### config.mk
export PLATFORM = sky130hd
export DESIGN_NAME = cfpm_window
export DESIGN_NICKNAME = d
export VERILOG_FILES = /design/src/hw/rtl/cfpm_pkg.sv /design/src/hw/rtl/cfpm_window.sv
export SDC_FILE = /design/constraint.sdc
export NUM_CORES = 1
export LEC_CHECK = 0
export ABC_AREA = 1
export BUFFER_PORTS_ARGS = -buffer_cell sky130_fd_sc_hd__buf_2
export CORE_MARGIN = 2
export CORE_UTILIZATION = 35
export CTS_BUF_LIST = sky130_fd_sc_hd__clkbuf_4 sky130_fd_sc_hd__clkbuf_8
export CTS_CLUSTER_DIAMETER = 60
export DETAILED_ROUTE_END_ITERATION = 10
export GPL_ROUTABILITY_DRIVEN = 0
export SYNTH_ARGS = -nofsm -noshare
export SYNTH_HDL_FRONTEND = slang
export SYNTH_SLANG_ARGS = --single-unit
### constraint.sdc
create_clock -name clk_i -period 7.5 [get_ports clk_i]
set_clock_uncertainty 0.2 [all_clocks]
set_input_delay 0.375 -clock clk_i [delete_from_list [all_inputs] [get_ports clk_i]]
set_output_delay 0.375 -clock clk_i [all_outputs]
set_load 0.05 [all_outputs]
### src/hw/rtl/cfpm_pkg.sv
`timescale 1ns / 1ps

package cfpm_pkg;

  // Line store geometry
  localparam int unsigned MaxWidth = 4096;
  localparam int unsigned ColW     = $clog2(MaxWidth);
  localparam int unsigned DimW     = 13;
  localparam int unsigned PixW     = 8;
  localparam int unsigned SumW     = 11;

  // Divide by 5 as multiply by reciprocal, then shift right by RecipShift
  localparam int unsigned RecipShift = 16;
  localparam int unsigned RecipW     = 15;
  localparam logic [RecipW-1:0] Recip5 = RecipW'((1 << RecipShift) / 5 + 2);

  // Configuration registers
  localparam int unsigned CfgIdxW = 1;
  typedef enum logic [CfgIdxW-1:0] {
    CfgImageWidth  = 1'b0,
    CfgImageHeight = 1'b1
  } cfg_idx_e;

  localparam logic [DimW-1:0] WidthReset  = DimW'(640);
  localparam logic [DimW-1:0] HeightReset = DimW'(480);

  // Item opcodes
  localparam logic OpPixel = 1'b0;
  localparam logic OpDrain = 1'b1;

  typedef struct packed {
    logic            opcode;
    logic [PixW-1:0] pixel;
  } in_item_t;

  typedef struct packed {
    logic [PixW-1:0] avg_pixel;
    logic            end_of_frame;
  } out_item_t;

  // Per-item info carried from the sequencer to the window stage
  typedef struct packed {
    logic [ColW-1:0] col;
    logic            col_zero;
    logic            last_col;
    logic            first_row;
    logic            eof;
    logic [PixW-1:0] below;
  } s1_info_t;

endpackage

### src/hw/rtl/cfpm_window.sv
`timescale 1ns / 1ps

module cfpm_window
  import cfpm_pkg::*;
(
  input  logic            clk_i,
  input  logic            rst_ni,
  input  logic            s1_valid_i,
  input  s1_info_t        s1_info_i,
  output logic            s1_adv_o,
  input  logic [PixW-1:0] mid_rdata_i,
  input  logic [PixW-1:0] above_rdata_i,
  // above-row write back
  output logic            above_we_o,
  output logic [ColW-1:0] above_waddr_o,
  output logic [PixW-1:0] above_wdata_o,
  // result beats
  output logic            out_valid_o,
  input  logic            out_ready_i,
  output out_item_t       out_item_o
);

  logic [PixW-1:0] left_q, centre_q, right_q, pref_q;
  logic [PixW-1:0] left_d, centre_d, right_d;
  logic [SumW-1:0] sum;
  logic [SumW+RecipW-1:0] prod;
  logic            has_res;
  logic            out_valid_q;
  out_item_t       out_item_q;

  assign has_res  = !s1_info_i.first_row;
  assign s1_adv_o = s1_valid_i && (!has_res || !out_valid_q || out_ready_i);

  // Slide the middle-row window
  always_comb begin
    if (s1_info_i.col_zero) begin
      left_d   = '0;
      centre_d = pref_q;
    end else begin
      left_d   = centre_q;
      centre_d = right_q;
    end
    right_d = s1_info_i.last_col ? '0 : mid_rdata_i;
  end

  // Cross sum and divide by 5
  assign sum  = SumW'(left_d) + SumW'(centre_d) + SumW'(right_d)
              + SumW'(above_rdata_i) + SumW'(s1_info_i.below);
  assign prod = (SumW+RecipW)'(sum) * (SumW+RecipW)'(Recip5);

  always_ff @(posedge clk_i or negedge rst_ni) begin
    if (!rst_ni) begin
      left_q   <= '0;
      centre_q <= '0;
      right_q  <= '0;
    end else if (s1_adv_o) begin
      left_q   <= left_d;
      centre_q <= centre_d;
      right_q  <= right_d;
    end
  end

  // Column 0 of the middle row, read during the last column
  always_ff @(posedge clk_i) begin
    if (s1_adv_o && s1_info_i.last_col) begin
      pref_q <= mid_rdata_i;
    end
  end

  // Centre pixel moves up into the above row
  assign above_we_o    = s1_adv_o;
  assign above_waddr_o = s1_info_i.col;
  assign above_wdata_o = s1_info_i.first_row ? '0 : centre_d;

  // Output register
  always_ff @(posedge clk_i or negedge rst_ni) begin
    if (!rst_ni) begin
      out_valid_q <= 1'b0;
    end else if (s1_adv_o && has_res) begin
      out_valid_q <= 1'b1;
    end else if (out_ready_i) begin
      out_valid_q <= 1'b0;
    end
  end

  always_ff @(posedge clk_i) begin
    if (s1_adv_o && has_res) begin
      out_item_q.avg_pixel    <= prod[RecipShift +: PixW];
      out_item_q.end_of_frame <= s1_info_i.eof;
    end
  end

  assign out_valid_o = out_valid_q;
  assign out_item_o  = out_item_q;

endmodule

==> summary.md <==
| Metric | Value |
|---|---|
| Adder-cell share of the synthesized area | `about two fifths` |
| Number of global-route vias before repair | `around 4000` |
| Hold Path End | `out_item_o[0]$_DFFE_PP_` |
| # diodes | `0` |
| Maxcap violations | `0` |
| CP delay by family, top | `adder cells` |
| H-Tree Depth | `2` |
| Rel. slew slack | `between 50% and 60%` |
| Initial antenna violation count | `0` |
| Placed insts | `~910` |
| Number of port buffers | `51` |
| Clock Tree Root | `clkbuf_8` |
| Clk sinks | `34` |
| Final Util | `40.44%` |
| Final Setup Violations | `0` |
| Gr ovfl total | `0` |
| Largest net degree at the start of global routing | `32` |
| Die height | `approximately 130 um` |
| Row Count | `45` |
| TritonCTS Buffers | `5` |
| Synthesis-to-layout area growth | `14.16%` |
| Post-Syn Nets | `847` |
| Synth cell count leaders | `180 x inv_1, 118 x nand2_1, 86 x ha_1` |
| Synth Area in XOR/XNOR | `1.966%` |
| Most Frequent Cell on Critical Path | `fa_1` |
| CP max stage delay | `~0.55 ns` |
| Status | `finished, final reports clean` |
| Starting DRT DRC Count | `149` |
| Max frequency | `139.9 MHz` |
| Simple-gate share of the synthesized area | `between 10% and 20%` |
| R2R depth | `28` |
| Tmin final | `7.150 ns` |
| Vias | `between 4000 and 5000` |
| Total GRT Usage | `roughly 15%` |
| Critical Setup Path Class | `flip-flop to flip-flop` |
| Chip width | `127.6 um` |
| CP bufs+invs | `6` |
| Critical path data required time | `roughly 7.4 ns` |
| DR WL/cell | `approximately 12 um` |
| CP Capture Type | `flip-flop` |
| CP startpoint | `centre_q[1]$_DFFE_PN0P_` |
| Synth Instances | `659` |
| Number of synthesized flops with an enable pin | `17` |
| Async SR Flop Fraction | `between 50% and 60%` |
| Drt first pass iters | `4` |
| Sequential-to-total area share from yosys stat | `approximately 18%` |
| Worst r2r src | `centre_q[1]$_DFFE_PN0P_` |
| CP Launch Type | `flip-flop` |
| First-pass GRT wire length | `between 15000 and 20000 um` |
| Main combinational cell family by area after synthesis | `adder cells` |
| Avg Cell Area, Syn | `8.111 um^2` |
| Post-synth top area share | `between 20 and 25%` |
| DR DRC count | `0` |
| R2r setup slk | `approximately 0.35 ns` |
| Detailed Place HPWL | `approximately 9500 um` |
| Cell Area, Synth | `between 0.005 and 0.006 mm^2` |
| Data arrival, critical path | `~7 ns` |
| FF-to-FF End | `out_item_o[7]$_DFFE_PP_` |
| Worst-Skew Late Latency | `0.31 ns` |
| Final wirelength | `around 11000 um` |
| Max FO, Critical Path | `4` |
| Routed vias/inst | `roughly 4.5` |
| Post-synthesis mux area share | `0%` |
| Distinct cells, synth | `34` |
| Max Buffers Root-to-Sink | `2` |
| Synth Flop Type | `edfxtp_1` |
| Post-route ant nets | `0` |
| Actual slew at the worst max-slew pin | `0.7231 ns` |
| Compound-gate portion of the synthesized area | `under 10%` |
| #FFs+latches synth | `34` |
| Area of the core | `0.01509 mm^2` |
| # IOs | `76` |
| Synth area leader | `fa_1` |
| Fin crit share | `between 90% and 100%` |
| CP max-delay cell | `fa_1` |
| Nets@finish | `slightly above 900` |
| Count leader, synth | `inv_1` |
| Top post-synthesis cells by area | `fa_1 22%, ha_1 20%, inv_1 13%` |
| Fraction of layout cells with a size suffix above 1 | `approximately 18%` |
| Yosys warnings | `0` |
| Total die area | `~0.016 mm^2` |
| Slew Limit Fails | `0` |
| Hold path cells | `1` |
| Hold Path Origin | `s1_info_i[8]` |
| Hold Path Class | `primary input to flip-flop` |
| CTS tree | `yes` |
| RSZ-0062 raised after global routing | `no` |
| Initial core utilization | `35.42%` |
| Fin. Hold Viols | `0` |
| Clock-pin slew on the worst setup and hold paths | `about 0.080 ns` |
| Final non-filler cell total | `~920` |
[worst reg2reg max path, delay by kind of cell (launching register included)]
kind          cells  cell delay [ns]
fa+ha+maj        11             4.71
simple gates     11             1.28
flops             1             0.38
buf+inv           6             0.34
[layout make-up]
class	count	area, um^2
Inverter	184	693.2
Clock buffer	6	82.58
Timing Repair Buffer	83	498.0
Sequential cell	34	935.9
Multi-Input combinational cell	422	3645
Fill cell	1551	8987
Tap cell	188	235.2
Clock inverter	2	12.51
[what timing repair did]
item,4_1_cts,5_1_grt
buffers inserted,0,1
endpoints found under the hold margin,17,0
endpoints found under the setup margin,0,8
resized for setup,0,18
hold buffers,1,0
[how the worst max path moves through the flow]
stage | slack [ns] | endpoint | cells past startpoint
after floorplan | 0.20 | out_item_o[4]$_DFFE_PP_ | 33
after global routing | 0.003 | out_item_o[8]$_DFFE_PP_ | 32
final | 0.35 | out_item_o[7]$_DFFE_PP_ | 28
after global placement | -0.04 | out_item_o[4]$_DFFE_PP_ | 32
after CTS | 0.22 | out_item_o[4]$_DFFE_PP_ | 32
after detailed placement | -0.11 | out_item_o[4]$_DFFE_PP_ | 32
[metrics by stage]
| stage | instance area, um^2 | setup TNS [ns] | setup slack (ns) | hold slack, ns |
|---|---|---|---|---|
| 3_3_place_gp | 5924 | -0.07332 | -0.04046 | 0.1389 |
| 5_1_grt | 6102 | 0 | 0.002571 | 0.03033 |
| 3_5_place_dp | 5924 | -0.4330 | -0.1111 | 0.1351 |
| 2_1_floorplan | 5345 | 0 | 0.1961 | -0.1206 |
| 4_1_cts | 6030 | 0 | 0.2171 | 0.02127 |
| 6_report | 6102 | 0 | 0.3500 | 0.03600 |
[layout by cell type, fill, tap and decap left out, types with 18 or more instances in the layout]
cell type	n
inv_1	180
nand2_1	117
ha_1	84
fa_1	58
buf_2	51
buf_4	31
nor2_1	30
o21ai_0	27
a21oi_1	18
[registers in the layout, summed over array words and instances (netlist names)]
| signal | count |
|---|---|
| out_valid_o | 1 |
| centre_q | 8 |
| out_item_o | 9 |
| right_q | 8 |
| pref_q | 8 |
[per-layer routing]
layer	wire [um]	part of all wire, %	global-route usage, %
met5	0	0	0
met4	125	1.1	3.361
met3	387	3.5	2.806
met2	4914	45	22.68
met1	5561	51	20.92
[kinds of logic after synthesis]
logic type / count (synthesis)
flip-flops: 34
AND/OR/NAND/NOR: 202
adder cells (fa/ha/maj): 144
XOR/XNOR: 12
AO/OA/AOI/OAI: 64
buffers and inverters: 203
Power is not shown: default switching activity piles up to over one toggle a cycle in this logic, so the estimate is an artifact.
