==> config.mk <==
export PLATFORM = sky130hd
export DESIGN_NAME = cfpm_seq
export DESIGN_NICKNAME = d
export VERILOG_FILES = /design/src/hw/rtl/cfpm_pkg.sv /design/src/hw/rtl/cfpm_seq.sv
export SDC_FILE = /design/constraint.sdc
export NUM_CORES = 1
export LEC_CHECK = 0
export BUFFER_PORTS_ARGS = -buffer_cell sky130_fd_sc_hd__buf_2
export CORE_UTILIZATION = 30
export CTS_CLUSTER_SIZE = 10
export DETAILED_ROUTE_END_ITERATION = 16
export GPL_TIMING_DRIVEN = 0
export HOLD_SLACK_MARGIN = 0.1
export PLACE_DENSITY = 0.49
export RECOVER_POWER = 50
export SLEW_MARGIN = 30
export SYNTH_ARGS = -nofsm -noshare
export SYNTH_HDL_FRONTEND = slang
export SYNTH_SLANG_ARGS = --single-unit
==> constraint.sdc <==
create_clock -name clk_i -period 4 [get_ports clk_i]
set_input_delay 0.6 -clock clk_i [delete_from_list [all_inputs] [get_ports clk_i]]
set_output_delay 0.6 -clock clk_i [all_outputs]
set_load 0.005 [all_outputs]
==> src/hw/rtl/cfpm_pkg.sv <==
`timescale 1ns / 1ps

package cfpm_pkg;

  // Line store geometry
  localparam int unsigned MaxWidth = 4096;
  localparam int unsigned ColW     = $clog2(MaxWidth);
  localparam int unsigned DimW     = 13;
  localparam int unsigned PixW     = 8;
  localparam int unsigned SumW     = 11;

  // Divide by 5 as multiply by reciprocal, then shift right by RecipShift
  localparam int unsigned RecipShift = 16;
  localparam int unsigned RecipW     = 15;
  localparam logic [RecipW-1:0] Recip5 = RecipW'((1 << RecipShift) / 5 + 2);

  // Configuration registers
  localparam int unsigned CfgIdxW = 1;
  typedef enum logic [CfgIdxW-1:0] {
    CfgImageWidth  = 1'b0,
    CfgImageHeight = 1'b1
  } cfg_idx_e;

  localparam logic [DimW-1:0] WidthReset  = DimW'(640);
  localparam logic [DimW-1:0] HeightReset = DimW'(480);

  // Item opcodes
  localparam logic OpPixel = 1'b0;
  localparam logic OpDrain = 1'b1;

  typedef struct packed {
    logic            opcode;
    logic [PixW-1:0] pixel;
  } in_item_t;

  typedef struct packed {
    logic [PixW-1:0] avg_pixel;
    logic            end_of_frame;
  } out_item_t;

  // Per-item info carried from the sequencer to the window stage
  typedef struct packed {
    logic [ColW-1:0] col;
    logic            col_zero;
    logic            last_col;
    logic            first_row;
    logic            eof;
    logic [PixW-1:0] below;
  } s1_info_t;

endpackage

==> src/hw/rtl/cfpm_seq.sv <==
`timescale 1ns / 1ps

module cfpm_seq
  import cfpm_pkg::*;
(
  input  logic                clk_i,
  input  logic                rst_ni,
  // config
  input  logic                cfg_valid_i,
  output logic                cfg_ready_o,
  input  logic [CfgIdxW-1:0]  cfg_index_i,
  input  logic [DimW-1:0]     cfg_wdata_i,
  // input beats
  input  logic                in_valid_i,
  output logic                in_ready_o,
  input  in_item_t            in_item_i,
  // line store ports
  output logic                mid_we_o,
  output logic [ColW-1:0]     mid_waddr_o,
  output logic [PixW-1:0]     mid_wdata_o,
  output logic                rd_en_o,
  output logic [ColW-1:0]     mid_raddr_o,
  output logic [ColW-1:0]     above_raddr_o,
  // window stage
  output logic                s1_valid_o,
  output s1_info_t            s1_info_o,
  input  logic                s1_adv_i
);

  logic [DimW-1:0] width_q, height_q;
  logic [ColW-1:0] col_q, col_d;
  logic [DimW-1:0] row_q, row_d;
  logic            s1_valid_q;
  s1_info_t        s1_info_q, s1_info_d;

  logic [DimW-1:0] w_eff, h_eff;
  logic            accept, last_col, drain_row;
  logic [PixW-1:0] below;

  // Config registers, always ready
  assign cfg_ready_o = 1'b1;

  always_ff @(posedge clk_i or negedge rst_ni) begin
    if (!rst_ni) begin
      width_q  <= WidthReset;
      height_q <= HeightReset;
    end else if (cfg_valid_i) begin
      unique case (cfg_idx_e'(cfg_index_i))
        CfgImageWidth:  width_q  <= cfg_wdata_i;
        CfgImageHeight: height_q <= cfg_wdata_i;
        default: ;
      endcase
    end
  end

  // Effective frame size
  always_comb begin
    if (width_q < DimW'(2)) begin
      w_eff = DimW'(2);
    end else if (width_q > DimW'(MaxWidth)) begin
      w_eff = DimW'(MaxWidth);
    end else begin
      w_eff = width_q;
    end
    h_eff = (height_q == '0) ? DimW'(1) : height_q;
  end

  assign accept    = in_valid_i && in_ready_o;
  assign in_ready_o = !s1_valid_q || s1_adv_i;

  assign last_col  = ({1'b0, col_q} + DimW'(1)) >= w_eff;
  assign drain_row = row_q >= h_eff;
  assign below     = (in_item_i.opcode == OpDrain || drain_row) ? '0 : in_item_i.pixel;

  // Line store access: middle row written now; right neighbor read ahead,
  // or column 0 prefetched on the last column of a row
  assign mid_we_o      = accept;
  assign mid_waddr_o   = col_q;
  assign mid_wdata_o   = below;
  assign rd_en_o       = accept;
  assign mid_raddr_o   = last_col ? '0 : col_q + ColW'(1);
  assign above_raddr_o = col_q;

  // Position counters and stage-1 info
  always_comb begin
    col_d = col_q;
    row_d = row_q;
    if (last_col) begin
      col_d = '0;
      row_d = drain_row ? '0 : row_q + DimW'(1);
    end else begin
      col_d = col_q + ColW'(1);
    end
    s1_info_d.col       = col_q;
    s1_info_d.col_zero  = (col_q == '0);
    s1_info_d.last_col  = last_col;
    s1_info_d.first_row = (row_q == '0);
    s1_info_d.eof       = drain_row && last_col;
    s1_info_d.below     = below;
  end

  always_ff @(posedge clk_i or negedge rst_ni) begin
    if (!rst_ni) begin
      col_q      <= '0;
      row_q      <= '0;
      s1_valid_q <= 1'b0;
    end else begin
      if (accept) begin
        col_q      <= col_d;
        row_q      <= row_d;
        s1_valid_q <= 1'b1;
      end else if (s1_adv_i) begin
        s1_valid_q <= 1'b0;
      end
    end
  end

  always_ff @(posedge clk_i) begin
    if (accept) begin
      s1_info_q <= s1_info_d;
    end
  end

  assign s1_valid_o = s1_valid_q;
  assign s1_info_o  = s1_info_q;

endmodule

==> run_results.csv, run 1 <==
group,metric,value,unit
logic_synthesis,async_flop_share,0.684,
cells_and_area,fin_nets,588,
logic_synthesis,synth_ff_type,"dfrtp_1",
placement,portBuffers,99,
clocking,clockBufferDepth,2,
sta,max_freq,261,MHz
critical_path,endpoint_kind,"primary output",
hold_path,hp-class,"input pin to async pin",
clocking,ctsHtreeMaxLevel,3,
floorplanning,dieArea,15100,sq um
clocking,cts_sinks,76,
placement,hpwl,7.79,mm
sta,finalHoldViolations,0,
power,switchingPower,1.07,mW
placement,dp_slack,-0.161,ns
routing,wl_per_cell,14.6,microns
cells_and_area,synthToLayoutAreaGrowth,28.0,%
cells_and_area,nFillCells,1359,
clocking,cts_tree,"done",
grt,grt_pass1_wl,16.6,mm
critical_path,start_kind,"flip-flop",
logic_synthesis,ys_seq_area_frac,0.464,
critical_path,r2r_slack,0.79,ns
sta,relSlewSlack,0.527,
grt,antenna_found_initial,0,
flow_run,timing.max_cap.violations,0,
sta,maxSlewViolCount,0,
floorplanning,start_util,0.312,
power,p_int,2.04,mW
critical_path,cp_max_fo,10,
critical_path,r2r-start,"above_raddr_o[3]",
cells_and_area,multiInputGateArea,2030,sq um
logic_synthesis,synth.distinct_cells,46,
critical_path,worstPathArrival,3.23,ns
clocking,root_buffer,"clkbuf_16",
clocking,cts_inserted_buffers,9,
grt,overflow,0,
floorplanning,die_h,123,microns
sta,clock-skew-final,0.00827,ns
status,status,"complete, no violations",
logic_synthesis,ys_ff_latch,76,
power,total_power,3.11,mW
sta,rsz0062_at_grt,"true",
sta,setup_viol,0,
grt,grt_use_total,0.147,
logic_synthesis,ys_top_cells_by_area,"dfrtp_1 26%, edfxtp_1 16%, ha_1 8.6%",
power,peakVddDrop,282,uV
cells_and_area,seq_area,2040,sq um
sta,period_minus_slack,3.83,ns
logic_synthesis,synth_top_cell_by_area,"dfrtp_1",
logic_synthesis,synth_edf_count,24,
logic_synthesis,synthesis.nets,467,
critical_path,worstRegToRegCells,15,
grt,grt_pass1_vias,3236,
power,power_frac_clock,0.246,
logic_synthesis,synth-warning-count,0,
routing,drc_errors,0,
critical_path,path_class,"flip-flop to primary output",
power,pwr-share-comb,0.390,
cells_and_area,diodes,0,
sta,fin_crit_sh,0.957,
routing,via_count,3334,
placement,place.gp.congestion,0.762,
sta,fin_ws,0.170,ns
floorplanning,io_pins,101,
power,leakagePower,2.76,nW
floorplanning,die_width,123,microns
logic_synthesis,synth_top_area_frac,0.263,
cells_and_area,postLayoutCoreUtil,0.399,
floorplanning,coreArea,14000,sq um
sta,fin_hold_ws,0.290,ns
logic_synthesis,syn_avg_cell_area,10.7,sq um
routing,ant_nets,0,
grt,grt_max_degree,53,
routing,wl,10.4,mm
logic_synthesis,synthCells,409,
power,netSwitchingFraction,0.344,
critical_path,cp.required,3.40,ns
sta,tightest_slew,0.705,ns
clocking,insertion_delay,0.34,ns
routing,dr.pass1.iters,4,
power,seqPwrFrac,0.363,
routing,drt_iter0_drc,122,
cells_and_area,drive_gt1_frac,0.439,
clocking,cts.clk_slew.worst_paths,0.06,ns
floorplanning,rows,43,
logic_synthesis,synth.cell_area,4380,sq um
critical_path,regToRegEndpoint,"row_q[5]",
routing,routed_via_density,4.66,
power,power_density,554,nW/um^2
## kinds of logic (layout without fill, tap and decap cells)
kind of cell	count (synthesis)	in the layout	synth area share
multiplexers	25	25	0.0643
XOR/XNOR	10	10	0.0200
other	1	1	0.000857
buffers and inverters	75	201	0.0981
AO/OA/AOI/OAI	66	66	0.121
adder cells (fa/ha/maj)	30	30	0.0858
AND/OR/NAND/NOR	126	126	0.146
flip-flops	76	76	0.464
## area by class of cell
class                   instances  share of cell area
plain buffers                  45              0.0592
well taps                     180              0.0402
clock buffers                  11              0.0433
repair buffers                111               0.105
flip-flops and latches         76               0.363
multi-input cells             258               0.363
clock inverters                 5             0.00647
inverters                      29              0.0194
## power groups by stage
stage               Sequential [mW]  Clock [mW]  Combinational [mW]
finish                         1.13       0.765                1.21
global route                   1.15       0.822                1.36
CTS                            1.14       0.789                1.16
detailed placement             1.14           0                1.11
global placement               1.13           0                1.08
floorplan                      1.09           0               0.744
## worst max path at each step
stage                                 from              to  slack (ns)  cells past startpoint
final                     above_raddr_o[3]  mid_raddr_o[0]        0.17                     13
after global routing      above_raddr_o[3]  mid_raddr_o[0]       -0.02                     13
after global placement    above_raddr_o[0]  mid_raddr_o[0]       -0.12                     13
after detailed placement  above_raddr_o[0]  mid_raddr_o[0]       -0.16                     13
after CTS                 above_raddr_o[3]  mid_raddr_o[0]       0.006                     14
after floorplan           above_raddr_o[0]  mid_raddr_o[0]        0.62                     12
## routing by layer
layer / GRT usage / vias up / part of all wire
met5: 0 / - / 0
met3: 0.0330 / 14 / 0.052
met4: 0.0640 / 0 / 0.016
met1: 0.198 / 1580 / 0.48
li1: - / 1660 / -
met2: 0.225 / 80 / 0.45
## state kept, by name (all words and copies together) (netlist names)
name	count
above_raddr_o	12
row_q	13
s1_info_o	24
height_q	13
width_q	13
s1_valid_o	1
## critical path, stage by stage, from the launching register on
cell and delay (ns):
dfrtp_1 0.37, buf_4 0.17, nand4_1 0.11, buf_4 0.18
nor3_4 0.23, xor2_1 0.24, ha_1 0.28, a21oi_1 0.15
o21ai_1 0.17, or3_1 0.37, clkbuf_4 0.17, buf_6 0.15
nor2_1 0.15, buf_2 0.14
## timing repair
action,4_1_cts,5_1_grt
setup buffers,4,8
pin swaps,0,5
gates resized for setup,17,17
setup endpoints to repair,12,20
hold buffers,0,0
## cells in the mapped netlist (2+ instances only)
library cell,number
a21o_1,12
a21oi_1,8
a22o_1,12
and2_1,10
and3_1,6
buf_2,4
buf_4,34
buf_6,2
clkbuf_1,5
dfrtp_1,46
dfstp_2,6
edfxtp_1,24
ha_1,30
inv_1,29
mux2_2,25
nand2_1,30
nand2b_1,4
nand3_1,13
nand4_1,7
nor2_1,26
nor2b_1,7
nor3_1,4
nor4_1,11
nor4b_1,2
o21ai_0,6
o21ai_1,6
o21bai_1,4
o31ai_2,9
or3_1,2
xnor2_1,5
xor2_1,5
## placed cells by master, fill, tap and decap left out, drive strengths merged, types with 2 or more instances in the layout
cell type	instances
nand2b	5
xor2	5
nor3	4
or3	2
and2	10
ha	30
clkbuf	16
dfrtp	46
clkinvlp	3
buf	151
nand3	13
nor4	11
o31ai	10
nor2b	7
a211oi	2
nand4	7
o21bai	4
o21ai	12
mux2	25
nor4b	2
nand2	30
a22o	12
nor2	27
xnor2	5
a21o	12
a21oi	9
dfstp	6
edfxtp	24
inv	30
and3	6
## through the flow
| stage | setup TNS (ns) | instance area (sq um) | instances |
|---|---|---|---|
| finish | 0 | 5600 | 715 |
| global route | -0.0698 | 5600 | 715 |
| global placement | -0.771 | 5100 | 688 |
| detailed placement | -1.12 | 5100 | 688 |
| floorplan | 0 | 4380 | 409 |
| CTS | 0 | 5490 | 707 |
No activity file was read; power rests on OpenSTA's default activity.
==> run 2: changes to the inputs <==
--- a/config.mk
+++ b/config.mk
@@ -5,15 +5,17 @@
 export SDC_FILE = /design/constraint.sdc
 export NUM_CORES = 1
 export LEC_CHECK = 0
+export ABC_AREA = 1
 export BUFFER_PORTS_ARGS = -buffer_cell sky130_fd_sc_hd__buf_2
 export CORE_UTILIZATION = 30
 export CTS_CLUSTER_SIZE = 10
 export DETAILED_ROUTE_END_ITERATION = 16
 export GPL_TIMING_DRIVEN = 0
 export HOLD_SLACK_MARGIN = 0.1
-export PLACE_DENSITY = 0.49
+export PLACE_DENSITY = 0.48
 export RECOVER_POWER = 50
-export SLEW_MARGIN = 30
+export SETUP_SLACK_MARGIN = 0.4
+export SLEW_MARGIN = 20
 export SYNTH_ARGS = -nofsm -noshare
 export SYNTH_HDL_FRONTEND = slang
 export SYNTH_SLANG_ARGS = --single-unit
==> run 2 against run 1 <==
Against the previous run: the flow now finishes with violations (max-capacitance violations, max-slew violations); cell area rose by 5.5%; area after synthesis grew 6.6%; critical path type unchanged; non-clock buffer count is 3 lower; via count is 19% higher.
==> run_results.csv, run 2 <==
group,metric,value,unit
cells_and_area,final_cell_mix,"150 x nand2_1, 95 x buf_2, 73 x inv_1",
cells_and_area,drive_gt1_frac,0.302,
routing,dr.max_layer_used,"met4",
clocking,cts_tree,"done",
critical_path,r2r-start,"above_raddr_o[6]",
critical_path,start_kind,"flip-flop",
placement,place_area,5410,sq um
clocking,insertion_delay,0.35,ns
placement,place.gp.congestion,0.875,
hold_path,hp-start,"height_q[11]",
floorplanning,rows,45,
hold_path,hp-class,"flip-flop to flip-flop",
sta,period_minus_slack,3.53,ns
grt,grt_use_total,0.150,
logic_synthesis,ys_seq_area_frac,0.435,
status,failed_checks,"max-capacitance violations, max-slew violations",
sta,setup-tns-final,0,ns
logic_synthesis,synth_most_common_cell,"nand2_1",
logic_synthesis,synth.distinct_cells,38,
cells_and_area,synthToLayoutAreaGrowth,26.8,%
grt,overflow,0,
grt,grt_pass1_vias,3811,
routing,wl_met1,5.63,mm
cells_and_area,final_common_cell,"nand2_1",
grt,grt_max_degree,53,
floorplanning,start_util,0.307,
critical_path,worstPathArrival,2.93,ns
sta,max_freq,283,MHz
clocking,cts_sinks,76,
power,peakVddDrop,264,uV
logic_synthesis,synth_top_area_frac,0.247,
routing,wl_per_cell,13.0,microns
hold_path,holdPathStages,2,
placement,dp_slack,0.361,ns
logic_synthesis,synth.cell_area,4660,sq um
routing,ant_nets,0,
power,power_density,589,nW/um^2
critical_path,path_class,"flip-flop to primary output",
cells_and_area,finish.instance_area,5910,sq um
cells_and_area,diodes,0,
placement,hpwl,8.72,mm
sta,clock-skew-final,0.00758,ns
hold_path,whs_endpoint,"height_q[11]",
floorplanning,dieArea,16100,sq um
critical_path,cp_max_fo,6,
floorplanning,die_width,127,microns
sta,tightest_slew,2.88,ns
status,status,"finished, violations left",
clocking,cts_inserted_buffers,9,
routing,drt_iter0_drc,186,
logic_synthesis,ys_top_cells_by_area,"dfrtp_1 25%, edfxtp_1 15%, nand2_1 12%",
clocking,ctsHtreeMaxLevel,3,
routing,wl_met2,5.12,mm
logic_synthesis,synthCells,574,
clocking,clockBufferDepth,2,
routing,drc_errors,0,
cells_and_area,fin_nets,749,
grt,grt_pass1_wl,18.7,mm
logic_synthesis,synth_ff_type,"dfrtp_1",
routing,wl,11.5,mm
routing,dr_wl_met3,457,microns
sta,relSlewSlack,-0.919,
logic_synthesis,async_flop_share,0.684,
routing,via_count,3981,
critical_path,r2r_slack,1.21,ns
logic_synthesis,synthesis.nets,632,
critical_path,worstRegToRegCells,16,
floorplanning,die_h,127,microns
critical_path,regToRegEndpoint,"s1_info_o[8]",
logic_synthesis,syn_avg_cell_area,8.13,sq um
sta,maxSlewViolCount,53,
flow_run,timing.max_cap.violations,1,
clocking,cts.clk_slew.worst_paths,0.06,ns
routing,routed_via_density,4.50,
power,leakagePower,3.04,nW
critical_path,cp.required,3.40,ns
sta,finalHoldViolations,0,
logic_synthesis,synth_edf_count,24,
logic_synthesis,synth_common_cells,"154 x nand2_1, 73 x inv_1, 47 x nor2_1, 46 x dfrtp_1, 34 x buf_4",
sta,setup_viol,0,
sta,rsz0062_at_grt,"true",
floorplanning,coreArea,15200,sq um
grt,antenna_found_initial,0,
cells_and_area,largest_reg_flops,24,
sta,fin_crit_sh,0.883,
logic_synthesis,synth_top_cell_by_area,"dfrtp_1",
placement,portBuffers,98,
logic_synthesis,synth-warning-count,0,
clocking,root_buffer,"clkbuf_16",
critical_path,endpoint_kind,"primary output",
clocking,hold_buffers,0,
sta,fin_hold_ws,0.486,ns
floorplanning,io_pins,101,
routing,dr.pass1.iters,4,
sta,fin_ws,0.466,ns
logic_synthesis,ys_ff_latch,76,
## run 2: cell types whose count changed in the layout (fill, tap and decap cells not counted), moves of 12 or more
cell | before | now
nand3_1 | 12 | 25
a22o_1 | 12 | 0
mux2_2 | 25 | 0
a21o_1 | 12 | 0
inv_1 | 28 | 73
nand2_1 | 30 | 150
o21ai_0 | 6 | 32
nor2_1 | 25 | 45
## run 2: cell type report
| type | instances | area, sq um |
|---|---|---|
| fill | 1592 | 9290 |
| multi-input combinational | 373 | 2130 |
| sequential | 76 | 2030 |
| timing repair buffer | 106 | 577 |
| buffer | 47 | 343 |
| inverter | 78 | 293 |
| clock buffer | 10 | 239 |
| tap | 188 | 235 |
| clock inverter | 6 | 62.6 |
## run 2: critical path, stage by stage (launching register included)
cell and delay [ns]:
dfrtp_1 0.49, inv_1 0.16, nor3_1 0.21, nand2_1 0.12
xor2_2 0.23, ha_1 0.28, nand2_1 0.07, nand2_1 0.08
a21oi_4 0.18, inv_1 0.05, nor2_1 0.11, nand3_2 0.17
buf_8 0.19, a21oi_2 0.12, buf_2 0.13
## run 2: routing by layer
metal,up-vias,track usage
met5,-,0
met2,95,0.232
met4,0,0.0742
met1,1833,0.200
li1,2032,-
met3,21,0.0316
## run 2: how the worst max path moves through the flow
| stage | start | endpoint | slack [ns] | cells after the start |
|---|---|---|---|---|
| after floorplan | above_raddr_o[0] | mid_raddr_o[11] | 1.15 | 14 |
| after detailed placement | above_raddr_o[0] | mid_raddr_o[11] | 0.36 | 15 |
| final | above_raddr_o[6] | mid_raddr_o[11] | 0.47 | 14 |
| after CTS | above_raddr_o[1] | mid_raddr_o[11] | 0.40 | 15 |
| after global routing | rst_ni | above_raddr_o[0] | 0.26 | 1 |
| after global placement | above_raddr_o[0] | mid_raddr_o[11] | 0.43 | 15 |
## run 2: power breakdown
part           leakage, nW  switching [mW]  total [mW]  internal (mW)
registers            0.896           0.153        1.13          0.973
logic                 2.00           0.820        1.53          0.709
clock network        0.149           0.331       0.830          0.499
## run 2: cells by family (layout without fill, tap and decap cells)
| family | Yosys count | in the layout | synth area share |
|---|---|---|---|
| buffers and inverters | 125 | 247 | 0.134 |
| adders and majority gates | 30 | 30 | 0.0805 |
| DFF | 76 | 76 | 0.435 |
| other | 1 | 1 | 0.000804 |
| xor gates and xnor gates | 14 | 14 | 0.0263 |
| and+or+nand+nor | 273 | 273 | 0.261 |
| AOI/OAI and AO/OA | 55 | 55 | 0.0622 |
## run 2: repair_timing
action                     4_1_cts  5_1_grt
setup endpoints to repair       12       15
gates resized for setup          8       31
buffers inserted                 1        5
pin swaps                        1        8
gates cloned                     0        1
## run 2: per-stage QoR
step                instances   util  power [mW]
floorplan                 574      -        2.04
global placement          860  0.355        2.48
detailed placement        861  0.356        2.51
CTS                       878  0.379        3.37
global route              884  0.389        3.76
finish                    884  0.389        3.48
==> run 3: changes to the inputs <==
--- a/config.mk
+++ b/config.mk
@@ -10,7 +10,6 @@
 export CORE_UTILIZATION = 30
 export CTS_CLUSTER_SIZE = 10
 export DETAILED_ROUTE_END_ITERATION = 16
-export GPL_TIMING_DRIVEN = 0
 export HOLD_SLACK_MARGIN = 0.1
 export PLACE_DENSITY = 0.48
 export RECOVER_POWER = 50
==> run 3 against run 2 <==
Against the previous run: the run still ends with max-capacitance violations, max-slew violations left; flip-flop and latch count is the same; clock power grew 4.2%; non-clock buffer count shrank 42; count of clock-buffer cells in the layout grew 1; first-iteration DRC count grew 70%; highest routed layer unchanged; critical endpoint is now mid_raddr_o[10]; critical path depth grew 2; final cell count shrank 4.6%; utilization shrank 2.5 points.
==> run_results.csv, run 3 (synthesis gave the netlist of run 2 again) <==
group,metric,value,unit
cells_and_area,diodes,0,
grt,antenna_found_initial,0,
cells_and_area,nFillCells,1590,
grt,grt_use_total,0.147,
floorplanning,io_pins,101,
clocking,insertion_delay,0.35,ns
grt,grt_pass1_vias,3653,
clocking,cts.clk_slew.worst_paths,0.06,ns
critical_path,start_kind,"flip-flop",
cells_and_area,synthToLayoutAreaGrowth,18.5,%
critical_path,cp_max_fo,6,
routing,drt_iter0_drc,317,
routing,routed_via_density,4.57,
hold_path,holdPathStages,2,
critical_path,path_class,"flip-flop to primary output",
routing,dr.pass1.iters,4,
clocking,hold_buffers,0,
clocking,cts_tree,"done",
critical_path,cpMostUsedCell,"nand2_1",
routing,wl,11.2,mm
grt,overflow,0,
floorplanning,die_width,127,microns
critical_path,cp.required,3.40,ns
floorplanning,die_h,127,microns
cells_and_area,final_cell_mix,"151 x nand2_1, 91 x buf_2, 73 x inv_1",
critical_path,worstPathArrival,2.81,ns
placement,portBuffers,99,
sta,finalHoldViolations,0,
critical_path,worstRegToRegCells,18,
sta,tightest_slew,2.24,ns
hold_path,hp-class,"flip-flop to flip-flop",
critical_path,cp_slowest_cell,"dfrtp_2",
sta,relSlewSlack,-0.495,
cells_and_area,fin_nets,708,
flow_run,timing.max_cap.violations,1,
critical_path,endpoint_kind,"primary output",
sta,fin_crit_sh,0.853,
clocking,clockBufferDepth,2,
critical_path,path_cells,"ha_1 -> nand2_1 -> nor2_2 -> nand2_2 -> o21ai_2 -> nand2_1 -> ha_1 -> nand2_1 -> inv_2 -> nand2_1 -> nand2_1 -> nand2_2 -> nand3_2 -> nor2_4 -> and2_2 -> buf_2",
cells_and_area,final_common_cell,"nand2_1",
sta,setup-tns-final,0,ns
status,failed_checks,"max-capacitance violations, max-slew violations",
routing,via_count,3855,
placement,hpwl,8.44,mm
sta,period_minus_slack,3.41,ns
sta,fin_hold_ws,0.490,ns
placement,numPlacedInstances,818,
grt,grt_pass1_wl,18.3,mm
sta,clock-skew-final,0.00553,ns
critical_path,cpPeakStageDelay,0.40,ns
floorplanning,dieArea,16100,sq um
clocking,cts_inserted_buffers,9,
cells_and_area,largest_reg_flops,24,
cells_and_area,drive_gt1_frac,0.244,
grt,grt_max_degree,40,
routing,drc_errors,0,
clocking,ctsHtreeMaxLevel,3,
clocking,cts_sinks,76,
power,leakagePower,2.80,nW
sta,max_freq,293,MHz
floorplanning,coreArea,15200,sq um
sta,rsz0062_at_grt,"false",
floorplanning,rows,45,
routing,wl_per_cell,13.3,microns
sta,setup_viol,0,
status,status,"finished, violations left",
floorplanning,start_util,0.307,
routing,ant_nets,0,
cells_and_area,final_cells,843,
clocking,root_buffer,"clkbuf_16",
sta,maxSlewViolCount,40,
power,power_density,596,nW/um^2
power,peakVddDrop,240,uV
placement,place.gp.congestion,0.856,
==> run 3: changes by cell type in the layout (fill, tap and decap cells not counted), sizes merged <==
cell	before	now
clkbuf	23	22
clkinv	4	3
buf	140	100
nand3	30	31
==> run 3: where the power goes <==
part | switching [mW] | total (mW) | internal (mW)
combinational | 0.776 | 1.31 | 0.536
sequential | 0.141 | 1.12 | 0.974
clock | 0.327 | 0.865 | 0.538
total | 1.24 | 3.29 | 2.05
==> run 3: area by class of cell <==
| type | instances | area (sq um) | share of cell area |
|---|---|---|---|
| multi-input cells | 374 | 2080 | 0.377 |
| flip-flops and latches | 76 | 2030 | 0.368 |
| repair buffers | 111 | 564 | 0.102 |
| inverters | 78 | 293 | 0.0530 |
| clock buffers | 11 | 264 | 0.0478 |
| well taps | 188 | 235 | 0.0426 |
| clock inverters | 5 | 56.3 | 0.0102 |
==> run 3: timing repair <==
item / in CTS / in global routing
pin swaps: 1 / 3
cloned: 0 / 1
endpoints found under the setup margin: 10 / 18
buffers inserted: 0 / 8
gates resized for setup: 4 / 14
==> run 3: stage by stage <==
step	setup WS [ns]	util	instance area [sq um]	power, mW
2_1_floorplan	1.15	-	4660	2.04
3_3_place_gp	0.742	0.335	5090	2.32
3_5_place_dp	0.619	0.335	5090	2.35
4_1_cts	0.413	0.358	5440	3.24
5_1_grt	0.332	0.364	5530	3.56
6_report	0.590	0.364	5530	3.29
==> run 3: path summary, 6_finish.rpt <==
| path | start | end | slack (ns) |
|---|---|---|---|
| max | above_raddr_o[0] | mid_raddr_o[10] | 0.59 |
| min | height_q[1] | height_q[1] | 0.49 |
| max reg2reg | above_raddr_o[3] | row_q[6] | 1.13 |
| min reg2reg | height_q[1] | height_q[1] | 0.49 |
| max in group asynchronous | rst_ni | width_q[10] | 1.57 |
| min in group asynchronous | rst_ni | row_q[3] | 0.92 |
==> run 3: routing by layer <==
metal,global-route usage,wire [microns],up-vias
met5,0,0,-
li1,-,-,1965
met3,0.0266,540,19
met2,0.224,4930,107
met4,0.0882,335,0
met1,0.194,5430,1764
==> run 3: critical path, delay by kind of cell (launching register included) <==
kind / cells / cell delay (ns)
AOI/OAI and AO/OA: 1 / 0.15
DFF: 1 / 0.40
buffers and inverters: 2 / 0.15
adders and majority gates: 2 / 0.49
and+or+nand+nor: 11 / 1.28
